[config.mk]
export PLATFORM = sky130hd
export DESIGN_NAME = dns_message_parser_flat
export DESIGN_NICKNAME = d
export VERILOG_FILES = /design/src/sv/dnsp_pkg.sv /design/src/sv/dnsp_if.sv /design/src/sv/dnsp_core.sv /design/src/sv/dns_message_parser.sv /design/src/flat_wrapper.sv
export SDC_FILE = /design/constraint.sdc
export NUM_CORES = 1
export LEC_CHECK = 0
export BUFFER_PORTS_ARGS = -buffer_cell sky130_fd_sc_hd__buf_2
export CAP_MARGIN = 10
export CORE_ASPECT_RATIO = 0.9
export CORE_MARGIN = 3
export CORE_UTILIZATION = 50
export DETAILED_ROUTE_END_ITERATION = 8
export PLACE_DENSITY = 0.67
export SYNTH_ARGS = -nofsm -noshare
export SYNTH_HDL_FRONTEND = slang
export SYNTH_SLANG_ARGS = --single-unit
[constraint.sdc]
create_clock -name clk -period 13.1 [get_ports clk]
set_input_delay 2.62 -clock clk [delete_from_list [all_inputs] [get_ports clk]]
set_output_delay 2.62 -clock clk [all_outputs]
set_load 0.02 [all_outputs]
[src/sv/dnsp_pkg.sv]
package dnsp_pkg;

  localparam int unsigned MaxMessageBytes = 1500;
  localparam int unsigned HdrBytes = 12;
  localparam logic [7:0] PtrMark = 8'hC0;

  typedef enum logic [3:0] {
    PH_HDR   = 4'd0,
    PH_QNAME = 4'd1,
    PH_QFIX  = 4'd2,
    PH_AFIX  = 4'd3,
    PH_NAME1 = 4'd4,
    PH_NAMEZ = 4'd5,
    PH_NAMEP = 4'd6,
    PH_RFIX  = 4'd7,
    PH_DATA  = 4'd8,
    PH_DONE  = 4'd9
  } phase_t;

  typedef enum logic [3:0] {
    K_HEADER   = 4'd0,
    K_QUESTION = 4'd1,
    K_ANSWER   = 4'd2,
    K_AUTH     = 4'd3,
    K_OPT      = 4'd4,
    K_ADDL     = 4'd5,
    K_NAME     = 4'd6,
    K_DATA     = 4'd7,
    K_END      = 4'd8
  } kind_t;

  localparam logic [1:0] ST_OK       = 2'd0;
  localparam logic [1:0] ST_TRAILING = 2'd1;
  localparam logic [1:0] ST_ERROR    = 2'd2;

  localparam logic [15:0] TYPE_A    = 16'd1;
  localparam logic [15:0] TYPE_SOA  = 16'd6;
  localparam logic [15:0] TYPE_TXT  = 16'd16;
  localparam logic [15:0] TYPE_AAAA = 16'd28;
  localparam logic [15:0] TYPE_OPT  = 16'd41;

  typedef struct packed {
    logic [3:0]  kind;
    logic [15:0] field_a;
    logic [15:0] field_b;
    logic [31:0] field_c;
    logic [15:0] field_d;
    logic [7:0]  byte_value;
    logic [1:0]  status;
    logic [15:0] parsed_length;
    logic        last_result;
  } result_t;

  typedef struct packed {
    logic [7:0] data_byte;
    logic       end_of_packet;
  } item_t;

endpackage

[src/sv/dnsp_if.sv]
interface dnsp_in_if;
  logic       valid;
  logic       ready;
  logic [7:0] data_byte;
  logic       end_of_packet;
  modport source (output valid, data_byte, end_of_packet, input ready);
  modport sink (input valid, data_byte, end_of_packet, output ready);
endinterface

interface dnsp_out_if;
  logic        valid;
  logic        ready;
  logic [3:0]  kind;
  logic [15:0] field_a;
  logic [15:0] field_b;
  logic [31:0] field_c;
  logic [15:0] field_d;
  logic [7:0]  byte_value;
  logic [1:0]  status;
  logic [15:0] parsed_length;
  logic        last_result;
  modport source (output valid, kind, field_a, field_b, field_c, field_d, byte_value,
                  status, parsed_length, last_result, input ready);
  modport sink (input valid, kind, field_a, field_b, field_c, field_d, byte_value,
                status, parsed_length, last_result, output ready);
endinterface

[src/sv/dnsp_core.sv]
// Parse state: takes one byte and gives up to two results (record, end).
module dnsp_core #(
  parameter int unsigned MAX_MESSAGE_BYTES = dnsp_pkg::MaxMessageBytes
) (
  input  logic              clk,
  input  logic              rst_n,
  input  logic              step,
  input  dnsp_pkg::item_t   item,
  output logic              res0_vld,
  output dnsp_pkg::result_t res0,
  output logic              res1_vld,
  output dnsp_pkg::result_t res1
);
  import dnsp_pkg::*;

  phase_t       phase_r, phase_nxt;
  logic [3:0]   bif_r, bif_nxt;
  logic [15:0]  pos_r, pos_nxt;
  logic [15:0]  cons_r, cons_nxt;
  logic [15:0]  qd_r, qd_nxt, an_r, an_nxt, ns_r, ns_nxt, ar_r, ar_nxt;
  logic [119:0] asm_r;
  logic [127:0] asm_new;
  logic [15:0]  rem_r, rem_nxt;
  logic         fail_r, fail_nxt;

  logic [7:0]   b;
  logic [63:0]  lo, hi;
  logic         parse;
  logic [15:0]  dlen, rtype;

  assign b = item.data_byte;
  assign asm_new = {asm_r, b};
  assign lo = asm_new[63:0];
  assign hi = asm_new[127:64];
  assign dlen = lo[15:0];
  assign rtype = hi[15:0];

  // per-byte parse step
  always_comb begin
    phase_t sec;
    logic   over;
    phase_nxt = phase_r;
    bif_nxt   = bif_r;
    pos_nxt   = pos_r;
    cons_nxt  = cons_r;
    qd_nxt = qd_r; an_nxt = an_r; ns_nxt = ns_r; ar_nxt = ar_r;
    rem_nxt   = rem_r;
    fail_nxt  = fail_r;
    res0_vld  = 1'b0;
    res0      = '0;
    over = (32'(pos_r) >= MAX_MESSAGE_BYTES);
    if (over) fail_nxt = 1'b1;
    else pos_nxt = pos_r + 16'd1;
    parse = !fail_nxt && (phase_r != PH_DONE);
    sec = PH_DONE;
    if (parse) begin
      cons_nxt = cons_r + 16'd1;
      unique case (phase_r)
        PH_HDR: begin
          if (bif_r < 4'd11) begin
            bif_nxt = bif_r + 4'd1;
          end else begin
            res0_vld = 1'b1;
            res0.kind = K_HEADER;
            res0.field_a = hi[31:16];
            res0.field_b = hi[15:0];
            qd_nxt = lo[63:48]; an_nxt = lo[47:32];
            ns_nxt = lo[31:16]; ar_nxt = lo[15:0];
            bif_nxt = '0; rem_nxt = '0;
          end
        end
        PH_QNAME: begin
          if (rem_r == '0 && b == 8'd0) begin
            phase_nxt = PH_QFIX;
            bif_nxt = '0;
          end else begin
            rem_nxt = (rem_r == '0) ? {8'd0, b} : rem_r - 16'd1;
            res0_vld = 1'b1;
            res0.kind = K_NAME;
            res0.byte_value = b;
          end
        end
        PH_QFIX: begin
          if (bif_r < 4'd3) begin
            bif_nxt = bif_r + 4'd1;
          end else begin
            res0_vld = 1'b1;
            res0.kind = K_QUESTION;
            res0.field_a = lo[31:16];
            res0.field_b = lo[15:0];
            qd_nxt = qd_r - 16'd1;
            bif_nxt = '0; rem_nxt = '0;
          end
        end
        PH_AFIX: begin
          if (bif_r < 4'd11) begin
            bif_nxt = bif_r + 4'd1;
          end else begin
            res0_vld = 1'b1;
            res0.kind = K_ANSWER;
            res0.field_a = hi[15:0];
            res0.field_b = lo[63:48];
            res0.field_c = lo[47:16];
            res0.field_d = dlen;
            an_nxt = an_r - 16'd1;
            bif_nxt = '0;
            rem_nxt = dlen;
          end
        end
        PH_NAME1: begin
          bif_nxt = '0;
          if (b == 8'd0) phase_nxt = PH_RFIX;
          else if (b < PtrMark) phase_nxt = PH_NAMEZ;
          else phase_nxt = PH_NAMEP;
        end
        PH_NAMEZ: begin
          if (b == 8'd0) begin
            phase_nxt = PH_RFIX;
            bif_nxt = '0;
          end
        end
        PH_NAMEP: begin
          phase_nxt = PH_RFIX;
          bif_nxt = '0;
        end
        PH_RFIX: begin
          if (bif_r < 4'd9) begin
            bif_nxt = bif_r + 4'd1;
          end else begin
            res0.field_a = rtype;
            res0.field_b = lo[63:48];
            res0.field_c = lo[47:16];
            res0.field_d = dlen;
            bif_nxt = '0;
            rem_nxt = dlen;
            if (ns_r != '0) begin
              if (rtype != TYPE_SOA) begin
                fail_nxt = 1'b1;
              end else begin
                res0_vld = 1'b1;
                res0.kind = K_AUTH;
                ns_nxt = ns_r - 16'd1;
              end
            end else if (rtype == TYPE_OPT) begin
              res0_vld = 1'b1;
              res0.kind = K_OPT;
              ar_nxt = ar_r - 16'd1;
            end else if (rtype == TYPE_A || rtype == TYPE_AAAA || rtype == TYPE_TXT) begin
              res0_vld = 1'b1;
              res0.kind = K_ADDL;
              ar_nxt = ar_r - 16'd1;
            end else begin
              fail_nxt = 1'b1;
            end
            if (fail_nxt) begin
              bif_nxt = bif_r;
              rem_nxt = rem_r;
              res0 = '0;
            end
          end
        end
        PH_DATA: begin
          res0_vld = 1'b1;
          res0.kind = K_DATA;
          res0.byte_value = b;
          rem_nxt = (rem_r != '0) ? rem_r - 16'd1 : rem_r;
        end
        default: fail_nxt = 1'b1;
      endcase
      // section sequencing after a finished header, question or record
      if (qd_nxt != '0) sec = PH_QNAME;
      else if (an_nxt != '0) sec = PH_AFIX;
      else if (ns_nxt != '0 || ar_nxt != '0) sec = PH_NAME1;
      else sec = PH_DONE;
      if (res0_vld && (res0.kind == K_HEADER || res0.kind == K_QUESTION)) begin
        phase_nxt = sec;
      end else if (res0_vld && res0.kind != K_NAME) begin
        if (rem_nxt != '0) phase_nxt = PH_DATA;
        else begin
          phase_nxt = sec;
          bif_nxt = '0;
        end
      end
    end
  end

  // end-of-message result
  always_comb begin
    res1_vld = item.end_of_packet;
    res1 = '0;
    res1.kind = K_END;
    res1.last_result = 1'b1;
    res1.status = ST_ERROR;
    if (!fail_nxt && phase_nxt == PH_DONE && pos_nxt > 16'(HdrBytes)) begin
      res1.status = (pos_nxt > cons_nxt) ? ST_TRAILING : ST_OK;
      res1.parsed_length = cons_nxt;
    end
  end

  // state registers
  always_ff @(posedge clk) begin
    if (!rst_n || (step && item.end_of_packet)) begin
      phase_r <= PH_HDR;
      bif_r <= '0; pos_r <= '0; cons_r <= '0;
      qd_r <= '0; an_r <= '0; ns_r <= '0; ar_r <= '0;
      asm_r <= '0; rem_r <= '0; fail_r <= 1'b0;
    end else if (step) begin
      phase_r <= phase_nxt;
      bif_r <= bif_nxt; pos_r <= pos_nxt; cons_r <= cons_nxt;
      qd_r <= qd_nxt; an_r <= an_nxt; ns_r <= ns_nxt; ar_r <= ar_nxt;
      if (parse) asm_r <= asm_new[119:0];
      rem_r <= rem_nxt; fail_r <= fail_nxt;
    end
  end

  // a failure stays set until the message's end byte
  a_fail_sticky: assert property (@(posedge clk) disable iff (!rst_n)
    (fail_r && step && !item.end_of_packet) |=> fail_r) else $error("fail lost");
  a_pos_bound: assert property (@(posedge clk) disable iff (!rst_n)
    32'(pos_r) <= MAX_MESSAGE_BYTES) else $error("position past limit");
  a_cons_le_pos: assert property (@(posedge clk) disable iff (!rst_n)
    cons_r <= pos_r) else $error("consumed exceeds position");
endmodule

[src/sv/dns_message_parser.sv]
// DNS message parser.
// in:  one message byte per request, end_of_packet on the last byte.
// out: results (header, question, records, name/data bytes, end), several
//      per message; the last byte gives up to two results (record + end).
// Results are registered: each result is written into the output queue and shown from its head.
// Throughput: one byte per cycle while results are taken each cycle. A byte
// that yields two results holds the input while both wait in the two-entry
// output buffer, which drains one result per cycle.
// The parse state sits in one stage; the output is a two-entry queue, so
// in_ready stays high while a waiting result is taken in the same cycle,
// leaving room for the two results a byte can produce.
// Reset (rst_n low, synchronous) empties the queue and returns the parser
// to the header phase; the parser (not the queue) also returns there after each end result.
// Receiver stall: results wait in the queue; once it cannot take two more,
// in_ready drops until out_ready frees space.
module dns_message_parser #(
  parameter int unsigned MAX_MESSAGE_BYTES = dnsp_pkg::MaxMessageBytes
) (
  input logic clk,
  input logic rst_n,
  dnsp_in_if.sink    in_ch,
  dnsp_out_if.source out_ch
);
  import dnsp_pkg::*;

  logic    step, r0v, r1v;
  item_t   item;
  result_t r0, r1;
  result_t q_r [2];
  result_t q_nxt [2];
  logic [1:0] cnt_r, cnt_nxt;
  logic [1:0] base_cnt;
  logic pop;

  assign item.data_byte = in_ch.data_byte;
  assign item.end_of_packet = in_ch.end_of_packet;
  assign in_ch.ready = (cnt_r == 2'd0) || (cnt_r == 2'd1 && pop);
  assign step = in_ch.valid && in_ch.ready;
  assign pop = out_ch.valid && out_ch.ready;

  dnsp_core #(.MAX_MESSAGE_BYTES(MAX_MESSAGE_BYTES)) u_core (
    .clk, .rst_n, .step, .item,
    .res0_vld(r0v), .res0(r0), .res1_vld(r1v), .res1(r1)
  );

  // two-entry result queue, head at slot 0
  always_comb begin
    cnt_nxt = cnt_r - {1'b0, pop} + (step ? 2'({1'b0, r0v} + {1'b0, r1v}) : 2'd0);
  end

  always_ff @(posedge clk) begin
    if (!rst_n) cnt_r <= '0;
    else cnt_r <= cnt_nxt;
  end

  // queue contents after pop and push
  always_comb begin
    q_nxt[0] = q_r[0];
    q_nxt[1] = q_r[1];
    base_cnt = cnt_r - {1'b0, pop};
    if (pop) q_nxt[0] = q_r[1];
    if (step) begin
      if (r0v && r1v) begin
        q_nxt[0] = r0;
        q_nxt[1] = r1;
      end else if (r0v || r1v) begin
        if (base_cnt == 2'd0) q_nxt[0] = r0v ? r0 : r1;
        else q_nxt[1] = r0v ? r0 : r1;
      end
    end
  end

  always_ff @(posedge clk) begin
    q_r[0] <= q_nxt[0];
    q_r[1] <= q_nxt[1];
  end

  assign out_ch.valid = (cnt_r != 2'd0);
  assign out_ch.kind = q_r[0].kind;
  assign out_ch.field_a = q_r[0].field_a;
  assign out_ch.field_b = q_r[0].field_b;
  assign out_ch.field_c = q_r[0].field_c;
  assign out_ch.field_d = q_r[0].field_d;
  assign out_ch.byte_value = q_r[0].byte_value;
  assign out_ch.status = q_r[0].status;
  assign out_ch.parsed_length = q_r[0].parsed_length;
  assign out_ch.last_result = q_r[0].last_result;

  a_cnt_range: assert property (@(posedge clk) disable iff (!rst_n)
    cnt_r <= 2'd2) else $error("queue overflow");
  a_no_accept_full: assert property (@(posedge clk) disable iff (!rst_n)
    (cnt_r == 2'd2) |-> !in_ch.ready) else $error("accept while full");
  a_end_last: assert property (@(posedge clk) disable iff (!rst_n)
    (out_ch.valid && out_ch.last_result) |-> (out_ch.kind == K_END))
    else $error("last without end");
endmodule

[src/flat_wrapper.sv]
// flat-port wrapper written by rule: the top's interface ports become plain ports
module dns_message_parser_flat import dnsp_pkg::*;
#(
  parameter int unsigned MAX_MESSAGE_BYTES = dnsp_pkg::MaxMessageBytes
)
  (clk, rst_n, in_ch_valid, in_ch_data_byte, in_ch_end_of_packet, in_ch_ready, out_ch_valid, out_ch_kind, out_ch_field_a, out_ch_field_b, out_ch_field_c, out_ch_field_d, out_ch_byte_value, out_ch_status, out_ch_parsed_length, out_ch_last_result, out_ch_ready);
  dnsp_in_if in_ch_i ();
  dnsp_out_if out_ch_i ();
  input logic clk;
  input logic rst_n;
  input wire logic [$bits(in_ch_i.valid)-1:0] in_ch_valid;
  input wire logic [$bits(in_ch_i.data_byte)-1:0] in_ch_data_byte;
  input wire logic [$bits(in_ch_i.end_of_packet)-1:0] in_ch_end_of_packet;
  output wire logic [$bits(in_ch_i.ready)-1:0] in_ch_ready;
  output wire logic [$bits(out_ch_i.valid)-1:0] out_ch_valid;
  output wire logic [$bits(out_ch_i.kind)-1:0] out_ch_kind;
  output wire logic [$bits(out_ch_i.field_a)-1:0] out_ch_field_a;
  output wire logic [$bits(out_ch_i.field_b)-1:0] out_ch_field_b;
  output wire logic [$bits(out_ch_i.field_c)-1:0] out_ch_field_c;
  output wire logic [$bits(out_ch_i.field_d)-1:0] out_ch_field_d;
  output wire logic [$bits(out_ch_i.byte_value)-1:0] out_ch_byte_value;
  output wire logic [$bits(out_ch_i.status)-1:0] out_ch_status;
  output wire logic [$bits(out_ch_i.parsed_length)-1:0] out_ch_parsed_length;
  output wire logic [$bits(out_ch_i.last_result)-1:0] out_ch_last_result;
  input wire logic [$bits(out_ch_i.ready)-1:0] out_ch_ready;
  assign in_ch_i.valid = in_ch_valid;
  assign in_ch_i.data_byte = in_ch_data_byte;
  assign in_ch_i.end_of_packet = in_ch_end_of_packet;
  assign in_ch_ready = in_ch_i.ready;
  assign out_ch_valid = out_ch_i.valid;
  assign out_ch_kind = out_ch_i.kind;
  assign out_ch_field_a = out_ch_i.field_a;
  assign out_ch_field_b = out_ch_i.field_b;
  assign out_ch_field_c = out_ch_i.field_c;
  assign out_ch_field_d = out_ch_i.field_d;
  assign out_ch_byte_value = out_ch_i.byte_value;
  assign out_ch_status = out_ch_i.status;
  assign out_ch_parsed_length = out_ch_i.parsed_length;
  assign out_ch_last_result = out_ch_i.last_result;
  assign out_ch_i.ready = out_ch_ready;
  dns_message_parser #(.MAX_MESSAGE_BYTES(MAX_MESSAGE_BYTES)) u_core (.clk(clk), .rst_n(rst_n), .in_ch(in_ch_i), .out_ch(out_ch_i));
endmodule
======== After elaboration in Yosys (flattened, before gate mapping) ========
Memory sizes are Yosys's and may differ from the RTL's.
Index checks and enable logic that the tools add are counted.
word-level totals
  RAM bits ................................ 222
  register bits ........................... 211
  memories ................................ 1
  output and inout bits ................... 113
  word-level logic and storage cells ...... 193
memories
  name        depth  width  read ports  clocked after memory_dff  write ports  RTL line                  text
  u_core.q_r  2      111    2           0                         2            dns_message_parser.sv:29  result_t q_r [2];
operators by class
  $lt $le $gt $ge ......................... 7
  equality and inequality tests ........... 18
  add/sub/neg operators ................... 11
  reductions and logical operators ........ 39
  muxes and demuxes ....................... 105
operators by type and width
  operator                                                                                number
  111-bit 2-to-1 mux                                                                      7
  222-bit 2-to-1 mux                                                                      3
  16-bit 2-to-1 mux                                                                       28
  16-bit case mux with 2 select lines                                                     4
  32-bit case mux with 4 select lines                                                     1
  16-bit nonzero test                                                                     7
  16-bit case mux with 6 select lines                                                     1
  48-bit case mux with 2 select lines                                                     1
  82-bit 2-to-1 mux                                                                       1
  4-bit 2-to-1 mux                                                                        20
  16-bit by 1-bit subtractor with 16-bit output (second input constant)                   5
  4-bit case mux with 6 select lines                                                      2
  33-bit 2-to-1 mux                                                                       1
  16-bit by 1-bit adder with 16-bit output (second input constant)                        2
  16-bit by 5-bit equality test with 1-bit output (second input constant)                 2
  32-bit 2-to-1 mux                                                                       1
  8-bit case mux with 3 select lines                                                      1
  1-bit 2-to-1 mux                                                                        21
  19-bit 2-to-1 mux                                                                       1
  18-bit 2-to-1 mux                                                                       1
  16-bit by 1-bit equality test with 1-bit output (second input constant)                 1
  16-bit by 6-bit equality test with 1-bit output (second input constant)                 1
  4-bit by 3-bit equality test with 1-bit output (second input constant)                  4
  16-bit by 11-bit greater-or-equal comparator with 1-bit output (second input constant)  1
  other kinds (33)                                                                        63

======== Longest topological paths before layout ========
  depth after elaboration ................. 27
  gate-level depth with buffers ........... 20
  gate-level depth less buffers ........... 18

======== Cells and area by module ========
Synthesis repeated with hierarchy kept, for this count alone.
unflattened totals
  cell total of the unflattened synthesis .. 3583
  area total of the unflattened synthesis .. 28710.0 µm²
modules (own cells, without submodules)
  module              area an instance (µm²)  sequential area each (µm²)  times used  cells each
  dnsp_core           14914.3                 4184.0                      1           2079
  dns_message_parser  13795.7                 5595.4                      1           1504

======== Worst setup path before layout ========
No wires, ideal clock.
  path kind ............................... input-to-reg
  start point ............................. input port in_ch_data_byte[1]
  end point ............................... memory u_core.q_r[0][111] (netlist bit), enable pin
  data arrival time ....................... 11.622 ns
  stages .................................. 12
  path slack .............................. 0.765 ns
  setup time .............................. 0.714 ns
  buffers on the path ..................... 3
  data required time ...................... 12.386 ns
  cell sequence ........................... buf_2 > nor4_1 > nand2_1 > o31ai_1 > nand3b_1 > nand2_1 > inv_1 > ha_1 > clkbuf_1 > clkbuf_1 > nor2_1 > nor3_1
RTL lines
  item             RTL line                  text
  start, declared  flat_wrapper.sv:12        input wire logic [$bits(in_ch_i.data_byte)-1:0] in_ch_data_byte;
  end, declared    dns_message_parser.sv:29

==> summary.md <==
| Metric | Value |
|---|---|
| Status | `finished, final reports clean` |
| CTS Buf Count | `47` |
| Worst r2r src | `u_core.u_core.phase_r[0]$_SDFFE_PP0P_` |
| RSZ-0062 raised after global routing | `false` |
| Most common cell in the netlist | `nand2_1` |
| Synthesized flop and latch total | `between 400 and 500` |
| Largest cells by area after synthesis | `dfxtp_1, edfxtp_1, nand2_1, nor2_1, buf_4` |
| Total core area | `roughly 46000 sq um` |
| Worst Setup SP | `u_core.u_core.phase_r[0]$_SDFFE_PP0P_` |
| Vias in the first global route | `approximately 20k` |
| Worst slew pin tran | `roughly 1.2 ns` |
| Worst EP required | `roughly 13 ns` |
| Area Growth Syn to Fin | `6.88%` |
| DIE HEIGHT | `between 200 and 250 microns` |
| EDFF count, synth | `between 100 and 150` |
| Max-cap viol count | `0` |
| Final Hold Vio Count | `0` |
| Wirelength, routed | `around 76000 microns` |
| Row count | `74` |
| CP Class | `flip-flop to flip-flop` |
| PostCTS Resize Cnt | `0` |
| Finished Layout Cells | `roughly 3.3k` |
| TritonCTS clock tree | `yes` |
| Hold Crit Depth | `2` |
| Drt initial violations | `about 2.5k` |
| Post-Syn Instances | `~2.8k` |
| Pin count of the biggest net entering global routing | `103` |
| Maximum clock rate | `about 160 MHz` |
| Final #Nets | `2724` |
| # hold bufs at CTS | `0` |
| Layout Skew | `0.0122 ns` |
| HP Class | `flip-flop to flip-flop` |
| Main flop type after synthesis | `dfxtp_1` |
| Drt drc | `0` |
| Leakage | `~9.1 nW` |
| Cell taking the most area after synthesis | `dfxtp_1` |
| Maximum VDD drop | `around 0.15 mV` |
| Mapped Nets | `between 2k and 3k` |
| DPL Wire Length | `just over 50000 microns` |
| DR vias | `around 21k` |
| GRT Overall Usage | `between 20% and 30%` |
| Hold Path End | `u_core.u_core.asm_r[81]$_SDFFE_PP0P_` |
| Seq/Total Area, Yosys | `a little over 40%` |
| Initial Util | `about half` |
| Slew Viols, Final | `0` |
| Syn avg cell area | `around 8.4 sq um` |
| Clk Latency, worst-skew pair | `around 0.6 ns` |
| Routability Congestion | `around 0.96` |
| Max Fanout on Critical Path | `between 40 and 50` |
| Share of the synthesized area in the top cell type | `~27%` |
| Post-synthesis cell type count | `100` |
| Routed vias/inst | `around 6.4` |
| Total number of clock tree sinks | `between 400 and 500` |
| Startpoint type of the worst setup path | `flip-flop` |
| Die X | `235 microns` |
| Clock slew at reported path FFs | `0.06 ns` |
| Syn. warnings | `0` |
| Share of layout cells above drive strength 1 | `between 10% and 20%` |
| Final-layout fill cell count | `around 4.3k` |
| Async SR Flop Fraction | `0%` |
| Worst Reg-to-Reg Cells | `12` |
| Top cells by count, synth | `nand2_1, dfxtp_1, nor2_1` |
| IO Count | `around 130` |
| Critical R2R Capture | `u_core.q_r[0][119]$_DFFE_PP_` |
| Worst EP arrival | `~6.5 ns` |
| DRT antenna net count | `0` |
| I/O Buffers | `about 130` |
| First-pass GRT wire length | `approximately 120000 microns` |
| Critical Path Sink Type | `flip-flop` |
| CTS root buf | `clkbuf_16` |
| Die area | `roughly 50000 sq um` |
| Placed insts | `3239` |
| PwrDens | `about 190 nW/um^2` |
| Setup tns final | `0 ns` |
| Clock buffer depth | `3` |
| Hold wc startpoint | `u_core.u_core.asm_r[81]$_SDFFE_PP0P_` |
| Synth Cell Area | `~24000 sq um` |
| Relative slew margins | `23.2%` |
| DR pass1 iterations | `9` |
| Ratio of final minimum period to clock period | `47.5%` |
| Total gr overflow | `0` |
| Initial antenna violation count | `4` |
| WL/cell | `between 20 and 25 microns` |
| Fin crit period | `between 6 and 7 ns` |
| Total setup buffers inserted after CTS | `0` |
| Endpoints failing setup | `0` |
| H-tree levels | `2` |
| Register-to-Register Setup Slack | `just under 7 ns` |
==> through the flow <==
stage / hold slack (ns) / cell area, sq um / power, mW / util (%) / setup WS, ns
floorplan: 0.436 / 23500 / 3.16 / - / 0.765
global placement: 0.442 / 23600 / 3.44 / 51.3 / 6.68
detailed placement: 0.447 / 23600 / 3.47 / 51.3 / 6.58
CTS: 0.455 / 25200 / 4.86 / 54.8 / 7.19
global route: 0.488 / 25200 / 5.10 / 54.8 / 6.68
finish: 0.454 / 25200 / 4.85 / 54.8 / 6.87
==> power by group <==
group	switching (mW)	internal (mW)	leakage, nW
combinational	1.09	0.532	4.65
sequential	0.180	1.66	3.67
clock	0.562	0.825	0.769
total	1.84	3.01	9.10
==> critical path, stage by stage, from the launching register on <==
cell and delay [ns]:
dfxtp_1 0.75, buf_4 0.34, and4b_1 0.22, buf_4 0.42
nand3_1 0.46, nor4_2 0.78, o21ai_0 0.35, nand2_2 0.79
a2111oi_0 0.29, and4_1 0.30, a21boi_2 0.27, o211a_1 0.75
nor4_1 0.14
==> layer usage <==
metal	vias to the layer above	GRT usage, %	part of all wire, %
li1	9752	-	-
met1	10300	41.9	44
met2	988	45.1	44
met3	136	6.38	9.3
met4	0	8.69	2.6
met5	-	0	0
==> worst max path at each step <==
stage / to / slack (ns) / cells past startpoint
2_1_floorplan: u_core.q_r[0][111]$_SDFFCE_PP1P_ / 0.76 / 12
3_3_place_gp: u_core.q_r[0][150]$_SDFFCE_PP0P_ / 6.68 / 12
3_5_place_dp: u_core.q_r[0][166]$_SDFFCE_PP0P_ / 6.58 / 12
4_1_cts: u_core.q_r[0][166]$_SDFFCE_PP0P_ / 7.19 / 12
5_1_grt: u_core.q_r[0][119]$_DFFE_PP_ / 6.68 / 12
6_report: u_core.q_r[0][119]$_DFFE_PP_ / 6.87 / 12
==> cells in the final DEF, fill, tap and decap left out, drive strengths merged, types with 10 or more instances in the layout <==
master / netlist / layout
and2: 98 / 98
a222oi: 37 / 37
nand3b: 11 / 11
nor2: 267 / 267
and3: 35 / 35
xor2: 31 / 31
o22ai: 30 / 30
or4: 18 / 18
or3: 25 / 25
a221oi: 10 / 10
a31oi: 46 / 46
dfxtp: 322 / 322
nor3: 73 / 73
inv: 33 / 37
a21oi: 178 / 178
a22oi: 21 / 21
edfxtp: 110 / 110
nor4: 53 / 53
clkbuf: 162 / 73
a221o: 12 / 12
ha: 31 / 31
nand4: 32 / 32
a211oi: 47 / 47
mux2i: 90 / 90
o211ai: 19 / 19
buf: 167 / 167
nand2: 426 / 426
xnor2: 31 / 31
nor2b: 10 / 10
o21ai: 140 / 140
nand3: 58 / 58
==> registers in the layout (all words and copies together) (netlist names), 16 cells and up <==
register              cells
u_core.q_r              221
u_core.u_core.an_r       16
u_core.u_core.ar_r       16
u_core.u_core.asm_r      88
u_core.u_core.cons_r     16
u_core.u_core.ns_r       16
u_core.u_core.pos_r      16
u_core.u_core.qd_r       16
u_core.u_core.rem_r      16
==> area by class of cell <==
cell class	instances	area [sq um]	share of cell area, %
diodes	1	2.50	0.00994
clock buffers	73	1380	5.47
clock inverters	15	223	0.885
inverters	33	129	0.512
multi-input cells	1999	12000	47.6
flip-flops and latches	432	9750	38.7
well taps	608	761	3.02
repair buffers	167	941	3.74
==> logic make-up after synthesis <==
logic type,count (synthesis),synth area share [%]
adders and majority gates,31,1.65
and+or+nand+nor,1167,24.6
muxes,93,3.97
xor gates and xnor gates,62,2.31
AOI/OAI and AO/OA,646,18.1
DFF,432,41.4
buffers and inverters,362,7.98
Power figures use the tool's default switching activity.
